--- src/design/lbe_pkg.sv ---
// shared types, constants and arctangent table for the light bar endpoint pipeline
package lbe_pkg;

	// field widths
	localparam int COORD_W = 16;
	localparam int ANG_W   = 14;
	localparam int PIX_W   = 14;

	// cordic datapath widths: x, y in Q.30, z in 2^-16 degree
	localparam int XY_W    = 33;
	localparam int Z_W     = 25;
	localparam int THETA_W = 13;
	localparam int PROD_W  = XY_W + COORD_W;
	localparam int PT_W    = 50;
	localparam int MAX_STAGES = 24;

	// angle constants in 1/64 degree
	localparam int ANG_90  = 5760;
	localparam int ANG_180 = 11520;

	// start value of x: cordic gain in Q.30
	localparam logic signed [XY_W-1:0] CORDIC_GAIN = XY_W'(652032874);

	// saturation limits of an end point
	localparam int PIX_MAX = 8191;
	localparam int PIX_MIN = -8192;

	// rectangle travelling along the pipeline
	typedef struct packed {
		logic [COORD_W-1:0] center_x;
		logic [COORD_W-1:0] center_y;
		logic [COORD_W-1:0] norm_width;
		logic [COORD_W-1:0] norm_height;
		logic [ANG_W-1:0]   norm_angle;
		logic               mirror;
	} item_t;

	// rotation state of one cordic cell
	typedef struct packed {
		logic signed [XY_W-1:0] x;
		logic signed [XY_W-1:0] y;
		logic signed [Z_W-1:0]  z;
	} rot_t;

	// one result transaction
	typedef struct packed {
		logic [PIX_W-1:0]   bottom_y;
		logic [PIX_W-1:0]   bottom_x;
		logic [PIX_W-1:0]   top_y;
		logic [PIX_W-1:0]   top_x;
		logic [ANG_W-1:0]   norm_angle;
		logic [COORD_W-1:0] norm_height;
		logic [COORD_W-1:0] norm_width;
	} result_t;

	// atan(2^-i) degrees * 65536, rounded
	function automatic logic [Z_W-1:0] atan_at(input logic [4:0] idx);
		logic [Z_W-1:0] v;
		case (idx)
			5'd0:    v = Z_W'(2949120);
			5'd1:    v = Z_W'(1740967);
			5'd2:    v = Z_W'(919879);
			5'd3:    v = Z_W'(466945);
			5'd4:    v = Z_W'(234379);
			5'd5:    v = Z_W'(117304);
			5'd6:    v = Z_W'(58666);
			5'd7:    v = Z_W'(29335);
			5'd8:    v = Z_W'(14668);
			5'd9:    v = Z_W'(7334);
			5'd10:   v = Z_W'(3667);
			5'd11:   v = Z_W'(1833);
			5'd12:   v = Z_W'(917);
			5'd13:   v = Z_W'(458);
			5'd14:   v = Z_W'(229);
			5'd15:   v = Z_W'(115);
			5'd16:   v = Z_W'(57);
			5'd17:   v = Z_W'(29);
			5'd18:   v = Z_W'(14);
			5'd19:   v = Z_W'(7);
			5'd20:   v = Z_W'(4);
			5'd21:   v = Z_W'(2);
			5'd22:   v = Z_W'(1);
			default: v = '0;
		endcase
		return v;
	endfunction

	// clamp a shifted point to the 14 bit pixel range
	function automatic logic [PIX_W-1:0] sat_pix(input logic signed [PT_W-1:0] v);
		logic [PIX_W-1:0] r;
		if (v > PT_W'(PIX_MAX))
			r = PIX_W'(PIX_MAX);
		else if (v < PT_W'(PIX_MIN))
			r = PIX_W'(PIX_MIN);
		else
			r = v[PIX_W-1:0];
		return r;
	endfunction

endpackage

--- src/design/lbe_norm.sv ---
// input stage: side swap, angle wrap and mirror, cordic start value
module lbe_norm (
	input  logic              clk,
	input  logic              arst_n,
	input  logic              in_valid,
	output logic              in_ready,
	input  logic [15:0]       center_x,
	input  logic [15:0]       center_y,
	input  logic [15:0]       box_width,
	input  logic [15:0]       box_height,
	input  logic [13:0]       box_angle,
	output logic              out_valid,
	input  logic              out_ready,
	output lbe_pkg::item_t    out_item,
	output lbe_pkg::rot_t     out_rot
);

	logic                          valid_s1;
	lbe_pkg::item_t                item_s1;
	lbe_pkg::rot_t                 rot_s1;
	logic                          swap;
	logic signed [14:0]            ang_in;
	logic signed [14:0]            ang_sw;
	logic signed [14:0]            ang_n;
	logic                          mirror;
	logic [lbe_pkg::THETA_W-1:0]   theta;
	lbe_pkg::item_t                item_d;
	lbe_pkg::rot_t                 rot_d;

	assign in_ready = !valid_s1 || out_ready;

	// normalize sides and angle
	always_comb begin
		swap   = box_width > box_height;
		ang_in = 15'($signed(box_angle));
		if (swap)
			ang_sw = (ang_in >= 15'sd0) ? ang_in - 15'(lbe_pkg::ANG_90)
				: ang_in + 15'(lbe_pkg::ANG_90);
		else
			ang_sw = ang_in;
		ang_n  = (ang_sw < 15'sd0) ? ang_sw + 15'(lbe_pkg::ANG_180) : ang_sw;
		mirror = ang_n >= 15'(lbe_pkg::ANG_90);
		theta  = mirror ? lbe_pkg::THETA_W'(15'(lbe_pkg::ANG_180) - ang_n)
			: lbe_pkg::THETA_W'(ang_n);

		item_d.center_x    = center_x;
		item_d.center_y    = center_y;
		item_d.norm_width  = swap ? box_height : box_width;
		item_d.norm_height = swap ? box_width : box_height;
		item_d.norm_angle  = ang_n[13:0];
		item_d.mirror      = mirror;

		rot_d.x = lbe_pkg::CORDIC_GAIN;
		rot_d.y = '0;
		rot_d.z = $signed({2'b00, theta, 10'b0});
	end

	// stage valid
	always_ff @(posedge clk or negedge arst_n) begin
		if (!arst_n)
			valid_s1 <= 1'b0;
		else if (in_ready)
			valid_s1 <= in_valid;
	end

	// stage payload
	always_ff @(posedge clk) begin
		if (in_ready && in_valid) begin
			item_s1 <= item_d;
			rot_s1  <= rot_d;
		end
	end

	assign out_valid = valid_s1;
	assign out_item  = item_s1;
	assign out_rot   = rot_s1;

endmodule

--- config.mk ---
export PLATFORM = sky130hd
export DESIGN_NAME = lbe_norm
export DESIGN_NICKNAME = d
export VERILOG_FILES = /design/src/design/lbe_pkg.sv /design/src/design/lbe_norm.sv
export SDC_FILE = /design/constraint.sdc
export NUM_CORES = 1
export LEC_CHECK = 0
export BUFFER_PORTS_ARGS = -buffer_cell sky130_fd_sc_hd__buf_2
export CORE_MARGIN = 2
export CORE_UTILIZATION = 51
export DETAILED_ROUTE_END_ITERATION = 10
export PLACE_DENSITY = 0.92
export SETUP_SLACK_MARGIN = 0.2
export SLEW_MARGIN = 20
export SYNTH_ARGS = -nofsm -noshare
export SYNTH_HDL_FRONTEND = slang
export SYNTH_SLANG_ARGS = --single-unit
--- constraint.sdc ---
create_clock -name clk -period 7.07 [get_ports clk]
set_clock_uncertainty 0.05 [all_clocks]
set_input_delay 2.121 -clock clk [delete_from_list [all_inputs] [get_ports clk]]
set_output_delay 2.121 -clock clk [all_outputs]
set_load 0.01 [all_outputs]
==> metrics.txt <==
run status=finished, final reports clean; all-layer global routing usage=21.7%; antenna violations before repair=0; post-synthesis instance total=459; CTS Hold Bufs=0; most common cell after layout, fill and taps aside=sky130_fd_sc_hd__buf_2; share of the core filled with cells=60.4%; sequential-to-total area share from yosys stat=52.2%; Post-synth EDFFs=91; classification of the worst-slack hold path=register to register; clk buf depth=2; number of rows created at floorplan=37; drt total wl=13.0 mm; area inside the core boundary=0.0102 mm²; final count of hold timing violations=0; post-route cell area=0.00616 mm²; signal arrival time at the worst endpoint=6210 ps; placed wire-length estimate=9.83 mm; initial core utilization=51.8%; ys flop type=sky130_fd_sc_hd__edfxtp_1; fraction of registers with async set/reset=1.09%; setup repair bufs after CTS=0; number of placed I/O pins=254; cell family with the largest share of critical-path delay=compound AO/OA/AOI/OAI gates; max-capacitance violation count=0; clock tree from TritonCTS=yes; share of cells above drive strength 1=33.1%; number of standard cells in the final layout excluding fillers=773; mean cell area of the mapped netlist=11.5 µm²; combined area of all synthesized cells=0.00528 mm²; Placer Congestion=0.873; Critical Path RT=7130 ps; minimum clock period after layout=6140 ps; PwrDens=228 mW/mm²; Net count, final=739; via count of the first global-routing pass=3792; Power, Total=1.40 mW; maximum number of pins on one net before global-route repair=92; Congestion Overflow GR=0; CP Launch Type=primary input; cell with the biggest individual delay on the critical path=sky130_fd_sc_hd__a311oi_4; Pins Over Slew Limit=0; RSZ-0062 raised after global routing=no; Clock transition at path regs=100 ps; number of distinct standard cells referenced by the synthesized netlist=64; final setup violation count=0; Yosys Warn Count=0; post-DR vias/cell=5.23; most frequent cells in the layout=sky130_fd_sc_hd__buf_2 (175), sky130_fd_sc_hd__edfxtp_1 (91), sky130_fd_sc_hd__conb_1 (78); width of the die=106 µm; H-tree Lvls=3; die height=106 µm; Critical Path, Cell by Cell=buf_2 -> inv_1 -> ha_1 -> nor4b_1 -> and4_1 -> nand2b_1 -> inv_1 -> fa_1 -> xor2_1 -> o21ai_0 -> mux2i_1 -> nand2b_1 -> a21oi_1 -> o31a_2 -> inv_2 -> a311oi_4 -> a21oi_2 -> mux2_4; slew at the pin with the worst max-slew slack=816 ps; setup tns final=0 ps; number of buffers added on ports=175; routed vias=4043; clock latency on the worst-skew pair=370 ps; post-route DRC violation count=0; critical path fanouts, max=13; detailed-routing iteration count for the pre-antenna-repair pass=5; sum of buffers and inverters on the critical path=4; count of antenna diodes in the layout=0; count of cells resized by post-cts repair=0; Crit Path Class=primary input to register; synthesis-to-layout area growth=16.6%; CTS buffer count=9; ratio of final minimum period to clock period=86.9%; instance count after placement with tap cells included=756; routed wirelength normalized by instance count=16.8 µm; slowest stage delay, CP=510 ps; first-pass GRT wire length=18.9 mm; achievable frequency=163 MHz; tightest slew margin relative to the limit=45.5%; Die Outline Area=0.0112 mm²; number of synthesized register bits=92; static leakage=2.74 nW; Num Clock Sinks=92; Final ANT Viol Nets=0; CP Capture Type=register; drt initial violations=276; root buf cell=sky130_fd_sc_hd__clkbuf_8; largest vdd supply drop=0.000106 V; placed cell areas=0.00596 mm²
kinds of logic after synthesis:
| logic type | synth area share (%) |
|---|---|
| other | 0.142 |
| and+or+nand+nor | 9.46 |
| buffers and inverters | 14.4 |
| xor gates and xnor gates | 3.15 |
| DFF | 52.2 |
| muxes | 1.30 |
| AOI/OAI and AO/OA | 13.3 |
| adders and majority gates | 6.07 |
per-layer routing:
layer	GRT usage (%)	part of all wire (%)	routed length [µm]	vias to the layer above
met4	8.55	2.1	273	0
met5	0	0	0	-
li1	-	-	-	1842
met1	23.5	36	4610	1909
met3	4.27	8.9	1150	22
met2	41.1	53	6920	270
per-stage QoR:
stage	hold WS, ps	worst slack (ps)
3_5_place_dp	472	637
6_report	502	926
2_1_floorplan	572	1260
3_3_place_gp	453	943
5_1_grt	558	537
4_1_cts	494	1040
power by group:
group | leakage [nW] | internal [mW] | switching (mW)
logic | 1.78 | 0.157 | 0.248
registers | 0.881 | 0.673 | 0.0142
clock network | 0.0825 | 0.126 | 0.184
total | 2.74 | 0.956 | 0.446
cells in the mapped netlist, drive strengths merged (2+ instances only):
library cell / number / area, µm²
and2: 3 / 21.3
a311oi: 2 / 52.6
o211ai: 5 / 37.5
xor2: 4 / 35.0
conb: 2 / 7.51
nor3: 3 / 15.0
and4: 2 / 18.8
nor3b: 2 / 15.0
edfxtp: 91 / 2730
a21boi: 2 / 15.0
mux2i: 5 / 53.8
nand4: 5 / 31.3
nand2b: 6 / 37.5
a211oi: 5 / 47.5
xnor2: 15 / 131
o21ai: 46 / 230
nand2: 43 / 169
a211o: 11 / 97.6
nor4b: 2 / 23.8
nor2b: 3 / 18.8
nand3: 6 / 42.5
o21a: 5 / 37.5
clkbuf: 8 / 30.0
a21o: 3 / 23.8
inv: 27 / 101
a21oi: 17 / 92.6
ha: 24 / 300
nor2: 11 / 51.3
o31a: 2 / 18.8
buf: 83 / 628
area by class of cell:
cell class              instances  area, µm²
clock buffers                   9        124
clock inverters                 7       41.3
fillers                       790       4030
inverters                      27        101
multi-input cells             325       2050
flip-flops and latches         92       2760
well taps                     136        170
repair buffers                177        911
worst min-delay path, stage by stage (launching register included):
cell                       delay (ps)
sky130_fd_sc_hd__dfrtp_1          360
sky130_fd_sc_hd__nand2b_1          90
sky130_fd_sc_hd__nand2b_1          80
sequential cells by signal (all words and copies together), names as in the netlist:
register,cells
out_valid,1
out_item,79
out_rot,12
path summary, 6_finish.rpt:
| kind | start | to | slack, ps | cells past startpoint |
|---|---|---|---|---|
| worst max-delay path | box_angle[13] | out_rot[11] | 930 | 18 |
| worst min-delay path | out_valid | out_valid | 500 | 2 |
| worst max register to register | out_valid | out_item[5] | 5320 | 3 |
| worst min register to register | out_valid | out_valid | 500 | 2 |
| max in group asynchronous | arst_n | out_valid | 5440 | 1 |
| min in group asynchronous | arst_n | out_valid | 1450 | 1 |
Power figures use the tool's default switching activity.
