<file path="src/design/lbe_pkg.sv">
// shared types, constants and arctangent table for the light bar endpoint pipeline
package lbe_pkg;

	// field widths
	localparam int COORD_W = 16;
	localparam int ANG_W   = 14;
	localparam int PIX_W   = 14;

	// cordic datapath widths: x, y in Q.30, z in 2^-16 degree
	localparam int XY_W    = 33;
	localparam int Z_W     = 25;
	localparam int THETA_W = 13;
	localparam int PROD_W  = XY_W + COORD_W;
	localparam int PT_W    = 50;
	localparam int MAX_STAGES = 24;

	// angle constants in 1/64 degree
	localparam int ANG_90  = 5760;
	localparam int ANG_180 = 11520;

	// start value of x: cordic gain in Q.30
	localparam logic signed [XY_W-1:0] CORDIC_GAIN = XY_W'(652032874);

	// saturation limits of an end point
	localparam int PIX_MAX = 8191;
	localparam int PIX_MIN = -8192;

	// rectangle travelling along the pipeline
	typedef struct packed {
		logic [COORD_W-1:0] center_x;
		logic [COORD_W-1:0] center_y;
		logic [COORD_W-1:0] norm_width;
		logic [COORD_W-1:0] norm_height;
		logic [ANG_W-1:0]   norm_angle;
		logic               mirror;
	} item_t;

	// rotation state of one cordic cell
	typedef struct packed {
		logic signed [XY_W-1:0] x;
		logic signed [XY_W-1:0] y;
		logic signed [Z_W-1:0]  z;
	} rot_t;

	// one result transaction
	typedef struct packed {
		logic [PIX_W-1:0]   bottom_y;
		logic [PIX_W-1:0]   bottom_x;
		logic [PIX_W-1:0]   top_y;
		logic [PIX_W-1:0]   top_x;
		logic [ANG_W-1:0]   norm_angle;
		logic [COORD_W-1:0] norm_height;
		logic [COORD_W-1:0] norm_width;
	} result_t;

	// atan(2^-i) degrees * 65536, rounded
	function automatic logic [Z_W-1:0] atan_at(input logic [4:0] idx);
		logic [Z_W-1:0] v;
		case (idx)
			5'd0:    v = Z_W'(2949120);
			5'd1:    v = Z_W'(1740967);
			5'd2:    v = Z_W'(919879);
			5'd3:    v = Z_W'(466945);
			5'd4:    v = Z_W'(234379);
			5'd5:    v = Z_W'(117304);
			5'd6:    v = Z_W'(58666);
			5'd7:    v = Z_W'(29335);
			5'd8:    v = Z_W'(14668);
			5'd9:    v = Z_W'(7334);
			5'd10:   v = Z_W'(3667);
			5'd11:   v = Z_W'(1833);
			5'd12:   v = Z_W'(917);
			5'd13:   v = Z_W'(458);
			5'd14:   v = Z_W'(229);
			5'd15:   v = Z_W'(115);
			5'd16:   v = Z_W'(57);
			5'd17:   v = Z_W'(29);
			5'd18:   v = Z_W'(14);
			5'd19:   v = Z_W'(7);
			5'd20:   v = Z_W'(4);
			5'd21:   v = Z_W'(2);
			5'd22:   v = Z_W'(1);
			default: v = '0;
		endcase
		return v;
	endfunction

	// clamp a shifted point to the 14 bit pixel range
	function automatic logic [PIX_W-1:0] sat_pix(input logic signed [PT_W-1:0] v);
		logic [PIX_W-1:0] r;
		if (v > PT_W'(PIX_MAX))
			r = PIX_W'(PIX_MAX);
		else if (v < PT_W'(PIX_MIN))
			r = PIX_W'(PIX_MIN);
		else
			r = v[PIX_W-1:0];
		return r;
	endfunction

endpackage

</file>
<file path="src/design/lbe_cordic_cell.sv">
// one cordic rotation cell with its own handshake stage
module lbe_cordic_cell #(
	parameter int STAGE = 0
) (
	input  logic           clk,
	input  logic           arst_n,
	input  logic           in_valid,
	output logic           in_ready,
	input  lbe_pkg::item_t in_item,
	input  lbe_pkg::rot_t  in_rot,
	output logic           out_valid,
	input  logic           out_ready,
	output lbe_pkg::item_t out_item,
	output lbe_pkg::rot_t  out_rot
);

	logic                               valid_q;
	lbe_pkg::item_t                     item_q;
	lbe_pkg::rot_t                      rot_q;
	logic signed [lbe_pkg::XY_W-1:0]    xs;
	logic signed [lbe_pkg::XY_W-1:0]    ys;
	logic signed [lbe_pkg::Z_W-1:0]     atan;
	lbe_pkg::rot_t                      rot_d;

	assign in_ready = !valid_q || out_ready;

	// micro rotation toward z = 0
	always_comb begin
		xs   = in_rot.x >>> STAGE;
		ys   = in_rot.y >>> STAGE;
		atan = $signed(lbe_pkg::atan_at(5'(STAGE)));
		if (in_rot.z >= 0) begin
			rot_d.x = in_rot.x - ys;
			rot_d.y = in_rot.y + xs;
			rot_d.z = in_rot.z - atan;
		end else begin
			rot_d.x = in_rot.x + ys;
			rot_d.y = in_rot.y - xs;
			rot_d.z = in_rot.z + atan;
		end
	end

	// cell valid
	always_ff @(posedge clk or negedge arst_n) begin
		if (!arst_n)
			valid_q <= 1'b0;
		else if (in_ready)
			valid_q <= in_valid;
	end

	// cell payload
	always_ff @(posedge clk) begin
		if (in_ready && in_valid) begin
			item_q <= in_item;
			rot_q  <= rot_d;
		end
	end

	assign out_valid = valid_q;
	assign out_item  = item_q;
	assign out_rot   = rot_q;

endmodule

</file>
<file path="config.mk">
export PLATFORM = sky130hd
export DESIGN_NAME = lbe_cordic_cell
export DESIGN_NICKNAME = d
export VERILOG_FILES = /design/src/design/lbe_pkg.sv /design/src/design/lbe_cordic_cell.sv
export SDC_FILE = /design/constraint.sdc
export NUM_CORES = 1
export LEC_CHECK = 0
export ABC_AREA = 1
export BUFFER_PORTS_ARGS = -buffer_cell sky130_fd_sc_hd__buf_2
export CORE_ASPECT_RATIO = 1.2
export CORE_MARGIN = 5
export CORE_UTILIZATION = 35
export DETAILED_ROUTE_END_ITERATION = 12
export PLACE_DENSITY = 0.63
export SLEW_MARGIN = 10
export SYNTH_ARGS = -nofsm -noshare
export SYNTH_HDL_FRONTEND = slang
export SYNTH_SLANG_ARGS = --single-unit
</file>
<file path="constraint.sdc">
create_clock -name clk -period 9.92 [get_ports clk]
set_input_delay 1.984 -clock clk [delete_from_list [all_inputs] [get_ports clk]]
set_output_delay 1.984 -clock clk [all_outputs]
set_load 0.01 [all_outputs]
</file>
==> results.rst <==
.. list-table::
   :header-rows: 1

   * - Metric
     - Value
   * - Number of buffers added by the clock tree synthesis step
     - 17
   * - Met3 wirelength from detailed routing
     - 3090 um
   * - Starting DRT DRC Count
     - 931
   * - Post-Route Utilization
     - 42.3%
   * - Leakage Power
     - 8.54 nW
   * - FP Rows
     - 78
   * - Fin Clk Skew
     - 0.0114 ns
   * - Number of unique standard cell types used by synthesis
     - 35
   * - Register bit total from synthesis
     - 170
   * - Slowest stage cell, crit path
     - buf_2
   * - Die width
     - 187 um
   * - Worst path top cell family by delay
     - buffers and inverters
   * - Type of origin of the critical path
     - input port
   * - Final layout net count
     - 2445
   * - Hold Buf Count CTS
     - 0
   * - Layout Cell Area excl Fill
     - 0.0159 mm2
   * - Cell count after synthesis
     - 1831
   * - Area growth syn-to-layout
     - 20.6%
   * - Peak supply drop
     - 124 uV
   * - Post-DP Area
     - 0.0153 mm2
   * - Worst-skew pair later-pin latency
     - 0.44 ns
   * - Total of max-cap violations
     - 0
   * - Root buffer cell
     - clkbuf_16
   * - Largest cells by area after synthesis
     - edfxtp_1, nand2_1, ha_1
   * - Most frequent cells after synthesis
     - nand2_1, inv_1, edfxtp_1
   * - Period utilisation layout
     - 44.1%
   * - Detailed-routing wirelength on met1
     - 19000 um
   * - WS Path Type
     - input port to primary output
   * - Normalized max-slew margin
     - 22.9%
   * - Post-synthesis average cell area
     - 7.20 um2
   * - Fin Setup TNS
     - 0 ns
   * - Critical Path AT
     - 2.39 ns
   * - Die Y-Extent
     - 223 um
   * - Post-synthesis cell area
     - 0.0132 mm2
   * - Kind of path behind the tightest hold check
     - register to register
   * - Total via count after detailed routing
     - 12900
   * - Yosys warning count
     - 0
   * - Critical Path Fanout Max
     - 2
   * - Max frequency
     - 229 MHz
   * - Clock Sinks
     - 170
   * - Total wire length
     - 46600 um
   * - Commonest register cell after synthesis
     - edfxtp_1
   * - Share of the yosys chip area belonging to registers
     - 38.7%
   * - Count of non-filler cells in the finished layout
     - 2648
   * - Post-CTS Setup Repair Bufs
     - 0
   * - Antenna violations before repair
     - 2
   * - Fraction of post-synthesis cell area in the top cell type by area
     - 38.5%
   * - Via density per instance
     - 4.88
   * - Count of input and output buffers
     - 345
   * - Transition time at the pin with the least slew margin
     - 1.15 ns
   * - Layout filler cell count
     - 3858
   * - Core outline area
     - 0.0376 mm2
   * - Share of flip-flops with an asynchronous set or reset
     - 0.588%
   * - Number of buffer and inverter instances along the worst setup path
     - 3
   * - Initial cell density of the core
     - 35.1%
   * - Top routing layer in use
     - met4
   * - Max clock buf depth
     - 2
   * - Most frequent CP cell
     - buf_2
   * - Total iterations of the first detailed-routing run
     - 6
   * - Post-DP HPWL
     - 38800 um
   * - Floorplan die area
     - 0.0417 mm2
   * - Series of cell instances along the critical path
     - buf_2 > inv_1 > nand2_1 > buf_2
   * - Maximum cell stage delay along the critical path
     - 0.14 ns
   * - Required time worst endpoint
     - 7.94 ns
   * - Clock transition at the registers of the reported paths
     - 0.08 ns
   * - Total global routing track utilization
     - 21.6%
   * - Count leader, synth
     - nand2_1
   * - Detailed route wirelength on metal2
     - 23200 um
   * - Result of the run
     - finished, final reports clean
   * - Critical path endpoint category
     - primary output
   * - # resized after CTS
     - 0
   * - Detailed-route wire length per cell
     - 17.6 um
   * - Power Dens Cells
     - 138 mW/mm2
   * - Final slew viol count
     - 0
   * - Syn nets
     - 2121
   * - Count of endpoints failing hold in the final timing report
     - 0
   * - Post-route total power
     - 0.00220 W
   * - Remaining design rule violation count
     - 0
   * - Antenna Violating Nets Remaining
     - 0
   * - Number of global-route vias before repair
     - 12500
   * - Number of placed cells counting well taps
     - 2616
   * - Number of primary I/O pins
     - 346
   * - # H-tree levels
     - 4
   * - Routability congestion estimate from global placement
     - 0.984
   * - Share of layout cells above drive strength 1
     - 19.0%
   * - Number of flops mapped to enable cells by yosys
     - 169
   * - CTS tree
     - yes
   * - Cell taking the most area after synthesis
     - edfxtp_1
   * - Wire length of the first global-routing pass
     - 69800 um
   * - Final worst path period need
     - 4.37 ns
   * - Setup repair after global routing missed its margin
     - false
   * - Final global-route overflow total
     - 0
   * - Total setup violations reported at the end of the flow
     - 0
   * - Maximum number of pins on one net before global-route repair
     - 79
## logic make-up (layout without fill, tap and decap cells)
group / after synthesis / count (layout) / synth area share, %
other cells: 0 / 1 / 0
buf+inv: 398 / 734 / 11.9
compound gates: 144 / 144 / 5.93
simple gates: 973 / 973 / 30.3
xor+xnor: 30 / 30 / 1.99
fa+ha+maj: 116 / 116 / 11.2
flops: 170 / 170 / 38.7
## through the flow
step / setup slack [ns] / hold WS, ns
floorplan: 2.51 / 0.631
detailed placement: 5.47 / 0.565
global route: 5.53 / 0.608
CTS: 5.55 / 0.584
finish: 5.55 / 0.586
global placement: 5.51 / 0.566
## flip-flops by register name (all words and copies together), names as in the netlist
register and count:
out_rot 90, out_item 79, out_valid 1
## report_power, final
group | total (W) | switching [W] | internal (W)
Combinational | 0.000637 | 0.000432 | 0.000205
Clock | 0.000675 | 0.000340 | 0.000336
Sequential | 0.000886 | 0.0000216 | 0.000864
## metal layers
layer / track usage (%) / vias up
met4: 7.85 / 0
met1: 26.0 / 5980
met3: 3.03 / 61
met5: 0 / -
met2: 39.2 / 520
li1: - / 6370
## worst paths after layout
kind / from / to / slack (ns) / cells past startpoint
worst max-delay path: out_ready / in_ready / 5.55 / 4
worst max register to register: out_valid / out_item[68] / 7.26 / 2
worst min register to register: out_valid / out_valid / 0.59 / 2
worst min-delay path: out_valid / out_valid / 0.59 / 2
max in group asynchronous: arst_n / out_valid / 8.54 / 1
min in group asynchronous: arst_n / out_valid / 1.30 / 1
## area by class of cell
type                       instances  area, um2  area share, %
multi-input combinational       1263       6540           41.1
sequential                       170       5100           32.1
timing repair buffer             349       1760           11.0
inverter                         354       1330           8.36
tap                              480        601           3.78
clock buffer                      17        425           2.68
clock inverter                    14        154          0.968
antenna                            1       2.50         0.0157
## layout by cell type, fill, tap and decap left out, types with 5 or more instances in the layout
master / count
nor3_1: 6
o21ai_0: 35
ha_1: 112
o21bai_1: 13
inv_2: 8
nor2_1: 112
nand3_1: 163
clkbuf_16: 17
inv_1: 346
nand2_2: 9
nand2_1: 653
a21oi_1: 77
xor2_1: 30
buf_2: 345
nor2_2: 5
nand4_1: 16
edfxtp_1: 169
## worst register-to-register path: stages, from the launching register on
cell	delay, ns
dfrtp_1	0.42
a21oi_4	0.90
buf_4	0.90
Power figures use the tool's default switching activity.
