**config.mk**
```make
export PLATFORM = sky130hd
export DESIGN_NAME = lbe_endpoint
export DESIGN_NICKNAME = d
export VERILOG_FILES = /design/src/design/lbe_pkg.sv /design/src/design/lbe_endpoint.sv
export SDC_FILE = /design/constraint.sdc
export NUM_CORES = 2
export LEC_CHECK = 0
export BUFFER_PORTS_ARGS = -buffer_cell sky130_fd_sc_hd__buf_4
export CAP_MARGIN = 20
export CORE_MARGIN = 5
export CORE_UTILIZATION = 53
export DETAILED_ROUTE_END_ITERATION = 8
export PLACE_DENSITY = 0.83
export RECOVER_POWER = 50
export SLEW_MARGIN = 5
export SYNTH_ARGS = -nofsm -noshare
export SYNTH_HDL_FRONTEND = slang
export SYNTH_SLANG_ARGS = --single-unit
export TNS_END_PERCENT = 30
```
**constraint.sdc**
```tcl
create_clock -name clk -period 12.65 [get_ports clk]
set_clock_uncertainty 0.05 [all_clocks]
set_input_delay 0.6325 -clock clk [delete_from_list [all_inputs] [get_ports clk]]
set_output_delay 0.6325 -clock clk [all_outputs]
set_load 0.01 [all_outputs]
```
**src/design/lbe_pkg.sv**
```systemverilog
// shared types, constants and arctangent table for the light bar endpoint pipeline
package lbe_pkg;

	// field widths
	localparam int COORD_W = 16;
	localparam int ANG_W   = 14;
	localparam int PIX_W   = 14;

	// cordic datapath widths: x, y in Q.30, z in 2^-16 degree
	localparam int XY_W    = 33;
	localparam int Z_W     = 25;
	localparam int THETA_W = 13;
	localparam int PROD_W  = XY_W + COORD_W;
	localparam int PT_W    = 50;
	localparam int MAX_STAGES = 24;

	// angle constants in 1/64 degree
	localparam int ANG_90  = 5760;
	localparam int ANG_180 = 11520;

	// start value of x: cordic gain in Q.30
	localparam logic signed [XY_W-1:0] CORDIC_GAIN = XY_W'(652032874);

	// saturation limits of an end point
	localparam int PIX_MAX = 8191;
	localparam int PIX_MIN = -8192;

	// rectangle travelling along the pipeline
	typedef struct packed {
		logic [COORD_W-1:0] center_x;
		logic [COORD_W-1:0] center_y;
		logic [COORD_W-1:0] norm_width;
		logic [COORD_W-1:0] norm_height;
		logic [ANG_W-1:0]   norm_angle;
		logic               mirror;
	} item_t;

	// rotation state of one cordic cell
	typedef struct packed {
		logic signed [XY_W-1:0] x;
		logic signed [XY_W-1:0] y;
		logic signed [Z_W-1:0]  z;
	} rot_t;

	// one result transaction
	typedef struct packed {
		logic [PIX_W-1:0]   bottom_y;
		logic [PIX_W-1:0]   bottom_x;
		logic [PIX_W-1:0]   top_y;
		logic [PIX_W-1:0]   top_x;
		logic [ANG_W-1:0]   norm_angle;
		logic [COORD_W-1:0] norm_height;
		logic [COORD_W-1:0] norm_width;
	} result_t;

	// atan(2^-i) degrees * 65536, rounded
	function automatic logic [Z_W-1:0] atan_at(input logic [4:0] idx);
		logic [Z_W-1:0] v;
		case (idx)
			5'd0:    v = Z_W'(2949120);
			5'd1:    v = Z_W'(1740967);
			5'd2:    v = Z_W'(919879);
			5'd3:    v = Z_W'(466945);
			5'd4:    v = Z_W'(234379);
			5'd5:    v = Z_W'(117304);
			5'd6:    v = Z_W'(58666);
			5'd7:    v = Z_W'(29335);
			5'd8:    v = Z_W'(14668);
			5'd9:    v = Z_W'(7334);
			5'd10:   v = Z_W'(3667);
			5'd11:   v = Z_W'(1833);
			5'd12:   v = Z_W'(917);
			5'd13:   v = Z_W'(458);
			5'd14:   v = Z_W'(229);
			5'd15:   v = Z_W'(115);
			5'd16:   v = Z_W'(57);
			5'd17:   v = Z_W'(29);
			5'd18:   v = Z_W'(14);
			5'd19:   v = Z_W'(7);
			5'd20:   v = Z_W'(4);
			5'd21:   v = Z_W'(2);
			5'd22:   v = Z_W'(1);
			default: v = '0;
		endcase
		return v;
	endfunction

	// clamp a shifted point to the 14 bit pixel range
	function automatic logic [PIX_W-1:0] sat_pix(input logic signed [PT_W-1:0] v);
		logic [PIX_W-1:0] r;
		if (v > PT_W'(PIX_MAX))
			r = PIX_W'(PIX_MAX);
		else if (v < PT_W'(PIX_MIN))
			r = PIX_W'(PIX_MIN);
		else
			r = v[PIX_W-1:0];
		return r;
	endfunction

endpackage

```
**src/design/lbe_endpoint.sv**
```systemverilog
// scales sine and cosine by half the long side and rounds the two end points
module lbe_endpoint #(
	parameter int FRAC_BITS = 4
) (
	input  logic             clk,
	input  logic             arst_n,
	input  logic             in_valid,
	output logic             in_ready,
	input  lbe_pkg::item_t   in_item,
	input  lbe_pkg::rot_t    in_rot,
	output logic             out_valid,
	input  logic             out_ready,
	output lbe_pkg::result_t out_res
);

	localparam int PT_W  = lbe_pkg::PT_W;
	localparam int SHIFT = FRAC_BITS + 31;
	localparam logic signed [PT_W-1:0] HALF = PT_W'(1) << (FRAC_BITS + 30);

	logic                                valid_s1;
	logic                                valid_s2;
	logic                                ready_s2;
	lbe_pkg::item_t                      item_s1;
	logic signed [lbe_pkg::PROD_W-1:0]   ds_s1;
	logic signed [lbe_pkg::PROD_W-1:0]   dc_s1;
	lbe_pkg::result_t                    res_s2;
	logic signed [PT_W-1:0]              bx;
	logic signed [PT_W-1:0]              by;
	logic signed [PT_W-1:0]              ds;
	logic signed [PT_W-1:0]              dc;
	logic signed [PT_W-1:0]              px_plus;
	logic signed [PT_W-1:0]              px_minus;
	logic signed [PT_W-1:0]              py_minus;
	logic signed [PT_W-1:0]              py_plus;
	lbe_pkg::result_t                    res_d;

	assign ready_s2 = !valid_s2 || out_ready;
	assign in_ready = !valid_s1 || ready_s2;

	// multiply stage valid
	always_ff @(posedge clk or negedge arst_n) begin
		if (!arst_n)
			valid_s1 <= 1'b0;
		else if (in_ready)
			valid_s1 <= in_valid;
	end

	// half height times sine and cosine, operands widened to the product width
	always_ff @(posedge clk) begin
		if (in_ready && in_valid) begin
			item_s1 <= in_item;
			ds_s1   <= $signed({{(lbe_pkg::PROD_W - lbe_pkg::COORD_W){1'b0}},
				in_item.norm_height}) * lbe_pkg::PROD_W'(in_rot.y);
			dc_s1   <= $signed({{(lbe_pkg::PROD_W - lbe_pkg::COORD_W){1'b0}},
				in_item.norm_height}) * lbe_pkg::PROD_W'(in_rot.x);
		end
	end

	// center offsets with round half up
	always_comb begin
		bx = $signed({{(PT_W - 16){1'b0}}, item_s1.center_x}) <<< 31;
		by = $signed({{(PT_W - 16){1'b0}}, item_s1.center_y}) <<< 31;
		ds = PT_W'(ds_s1);
		dc = PT_W'(dc_s1);
		px_plus  = (bx + ds + HALF) >>> SHIFT;
		px_minus = (bx - ds + HALF) >>> SHIFT;
		py_minus = (by - dc + HALF) >>> SHIFT;
		py_plus  = (by + dc + HALF) >>> SHIFT;

		res_d.norm_width  = item_s1.norm_width;
		res_d.norm_height = item_s1.norm_height;
		res_d.norm_angle  = item_s1.norm_angle;
		res_d.top_x    = lbe_pkg::sat_pix(item_s1.mirror ? px_minus : px_plus);
		res_d.bottom_x = lbe_pkg::sat_pix(item_s1.mirror ? px_plus : px_minus);
		res_d.top_y    = lbe_pkg::sat_pix(py_minus);
		res_d.bottom_y = lbe_pkg::sat_pix(py_plus);
	end

	// output register valid
	always_ff @(posedge clk or negedge arst_n) begin
		if (!arst_n)
			valid_s2 <= 1'b0;
		else if (ready_s2)
			valid_s2 <= valid_s1;
	end

	// output register payload
	always_ff @(posedge clk) begin
		if (ready_s2 && valid_s1)
			res_s2 <= res_d;
	end

	assign out_valid = valid_s2;
	assign out_res   = res_s2;

endmodule

```
==> impl_metrics.csv <==
group,metric,value,unit
run,cap_violations,16,
detailed_routing,drt-total-wl,120000,um
status,status,"finished with violations",
grt,grt_usage,24.7,%
cts,cts_buffers,36,
logic_synthesis,avgSynthCellArea,9.75,sq um
final_layout,syn2layout_area_growth,6.99,%
placed_design,place_area,0.0521,sq mm
timing,finalCritPeriodShare,78.7,%
logic_synthesis,synth_area_leaders,"fa_1 (40%), edfxtp_1 (17%), inv_1 (9.6%), ha_1 (9.1%), and2_1 (6.4%)",
logic_synthesis,yosys.area.top_type,"fa_1",
grt,antenna_found_initial,6,
logic_synthesis,async_flop_share,0.712,%
worst_setup_path,path_class,"in2reg",
hold_path,worstHoldPathCells,1,
die,start_util,53.2,%
grt,globalRoute.totalOverflow,0,
detailed_routing,drt_iter0_drc,2509,
worst_setup_path,cp-start-kind,"input pin",
logic_synthesis,synth.distinct_cells,81,
cts,post_cts.repair.setup_buffers,0,
hold_path,hold_path.class,"in2reg",
logic_synthesis,synth_flop_cell,"edfxtp_1",
logic_synthesis,syn-num-nets,6593,
worst_setup_path,r2r-start,"out_valid",
cts,ctsRootBufferMaster,"clkbuf_16",
timing,worst_slew_pin_slew,4.37,ns
final_layout,design_area,0.0528,sq mm
timing,min_period,9.96,ns
logic_synthesis,ys_seq_area_share,17.1,%
timing,slew_violations,919,
logic_synthesis,synth-edff-count,279,
worst_setup_path,regToRegEndpoint,"bx[46]",
logic_synthesis,ys.warnings.count,0,
final_layout,fin_util,56.9,%
logic_synthesis,synth_common_cells,"inv_1 (1269), fa_1 (996), nand2_1 (641)",
worst_setup_path,cp-startpoint,"in_item[25]",
detailed_routing,wl_per_cell,18.6,um
cts,htree_levels,2,
final_layout,layout-drive-gt1-share,4.22,%
worst_setup_path,worst-r2r-cell-count,3,
logic_synthesis,synthesis.area,0.0494,sq mm
detailed_routing,ant_nets,0,
worst_setup_path,crit_required,12.96,ns
logic_synthesis,post-synth-top-count-cell,"inv_1",
detailed_routing,viasPerCell,5.42,
grt,grt_max_degree,74,
logic_synthesis,syn_inst,5065,
die,design.core.area,0.0929,sq mm
status,violations,"max-capacitance violations, max-slew violations",
worst_setup_path,critPathCaptureType,"flip-flop",
detailed_routing,dr.pass1.iters,6,
cts,path_clk_slew,0.06,ns
cts,cts.sinks,281,
hold_path,hp-start,"in_item[59]",
worst_setup_path,arrival,10.27,ns
placed_design,port_buffers,252,
placed_design,gp_congestion,0.939,
hold_path,min_to,"by[43]",
cts,cts_tree,"done",
detailed_routing,drc,0,
final_layout,nets,6688,
detailed_routing,num_vias,34900,
worst_setup_path,path_max_fanout,67,
timing,fmax,100,MHz
timing,fin_ws,2.69,ns
placed_design,dpl.hpwl,90300,um
final_layout,fillers,7703,
die,dieArea,0.0994,sq mm
die,dieWidth,315,um
timing,relSlewSlack,-192,%
timing,final_hold_viol_count,0,
worst_setup_path,reg2reg_slack,8.22,ns
logic_synthesis,synth-seq-cells,281,
timing,final.setup.tns,0,ns
grt,grt_pass1_vias,38800,
grt,grt_pass1_wl,197000,um
die,rows,112,
die,pin_count,278,
die,fp.dieH,315,um
timing,grt_setup_unrepaired,"false",
logic_synthesis,synth_top_area_share,40.4,%
timing,final-setup-viol-count,0,
placed_design,place_ws,4.74,ns
cts,clk_latency,0.63,ns
cts,cts_max_path_buffers,3,
layer usage:
metal | wire length (um) | vias to the layer above | GRT usage (%)
met3 | 10400 | 350 | 5.12
li1 | - | 15300 | -
met5 | 13 | - | 0
met4 | 4450 | 2 | 8.95
met2 | 60200 | 1568 | 43.3
met1 | 44500 | 17700 | 30.5
layout make-up:
| class | count | area [sq um] | share of cell area (%) |
|---|---|---|---|
| repair buffers | 261 | 1490 | 2.83 |
| inverters | 1269 | 4760 | 9.02 |
| well taps | 1254 | 1570 | 2.97 |
| diodes | 5 | 12.5 | 0.0237 |
| clock buffers | 41 | 920 | 1.74 |
| flip-flops and latches | 281 | 8430 | 16.0 |
| clock inverters | 23 | 251 | 0.476 |
| multi-input cells | 3311 | 35400 | 67.0 |
cells by family (layout without fill, tap and decap cells):
family                   Yosys count  in the layout  synth area share [%]
buffers and inverters           1473           1594                  11.3
multiplexers                      16             16                 0.324
XOR/XNOR                         143            143                  2.54
adder cells (fa/ha/maj)         1354           1354                  49.4
other                              0              5                     0
AO/OA/AOI/OAI                    386            386                  5.12
flip-flops                       281            281                  17.1
AND/OR/NAND/NOR                 1412           1412                  14.3
what timing repair did:
item / 4_1_cts / 5_1_grt
endpoints found under the hold margin: 2 / 0
resized for setup: 0 / 0
hold buffers: 1 / 0
critical path, cell delays in order:
cell	delay [ns]
clkbuf_1	3.01
nand2_1	0.28
fa_1	0.70
inv_1	0.06
fa_1	0.49
fa_1	0.62
fa_1	0.48
fa_1	0.52
inv_1	0.05
fa_1	0.49
inv_1	0.05
ha_1	0.35
nand4_1	0.20
nand4bb_1	0.24
nor3_1	0.56
a2111oi_2	0.21
o31ai_1	0.56
a31oi_1	0.25
o31ai_1	0.33
xor2_1	0.13
flip-flops by register name, indices dropped and copies added, names as in the netlist:
name / cells
out_res: 102
dc_s1: 49
ds_s1: 49
item_s1: 47
bx: 16
by: 16
out_valid: 1
valid_s1: 1
per-stage QoR:
step | instances | hold WS, ns
CTS | 6440 | 0.0876
finish | 6445 | 0.155
global placement | 6375 | 0.352
floorplan | 5065 | 0.287
detailed placement | 6375 | 0.355
global route | 6443 | 0.137
cells in the final DEF, fill, tap and decap left out, types with 19 or more instances in the layout:
cell / Yosys / layout
nand3_1: 31 / 31
clkbuf_16: 0 / 36
and2_1: 508 / 500
a21oi_1: 134 / 134
fa_1: 996 / 996
buf_4: 0 / 77
nand4_1: 20 / 20
a21o_1: 57 / 57
clkbuf_4: 1 / 58
nor2_1: 84 / 84
nor3_1: 25 / 25
edfxtp_1: 279 / 279
inv_1: 1269 / 1269
o31ai_1: 19 / 19
nand2_1: 641 / 641
xor2_1: 47 / 47
clkbuf_1: 195 / 130
ha_1: 358 / 358
o21ai_0: 45 / 45
xnor2_1: 96 / 96
o21a_1: 24 / 24
worst max path at each step:
stage	endpoint	slack (ns)	cells after the start
after floorplan	ds_s1[29]	5.88	22
after global placement	dc_s1[47]	4.79	20
after detailed placement	dc_s1[47]	4.74	20
after CTS	dc_s1[47]	5.34	20
after global routing	ds_s1[45]	2.45	19
final	dc_s1[47]	2.69	20
Power is left out: the tool's default activity adds up to more than one toggle a clock period on the data nets, which glitch-free logic cannot reach.
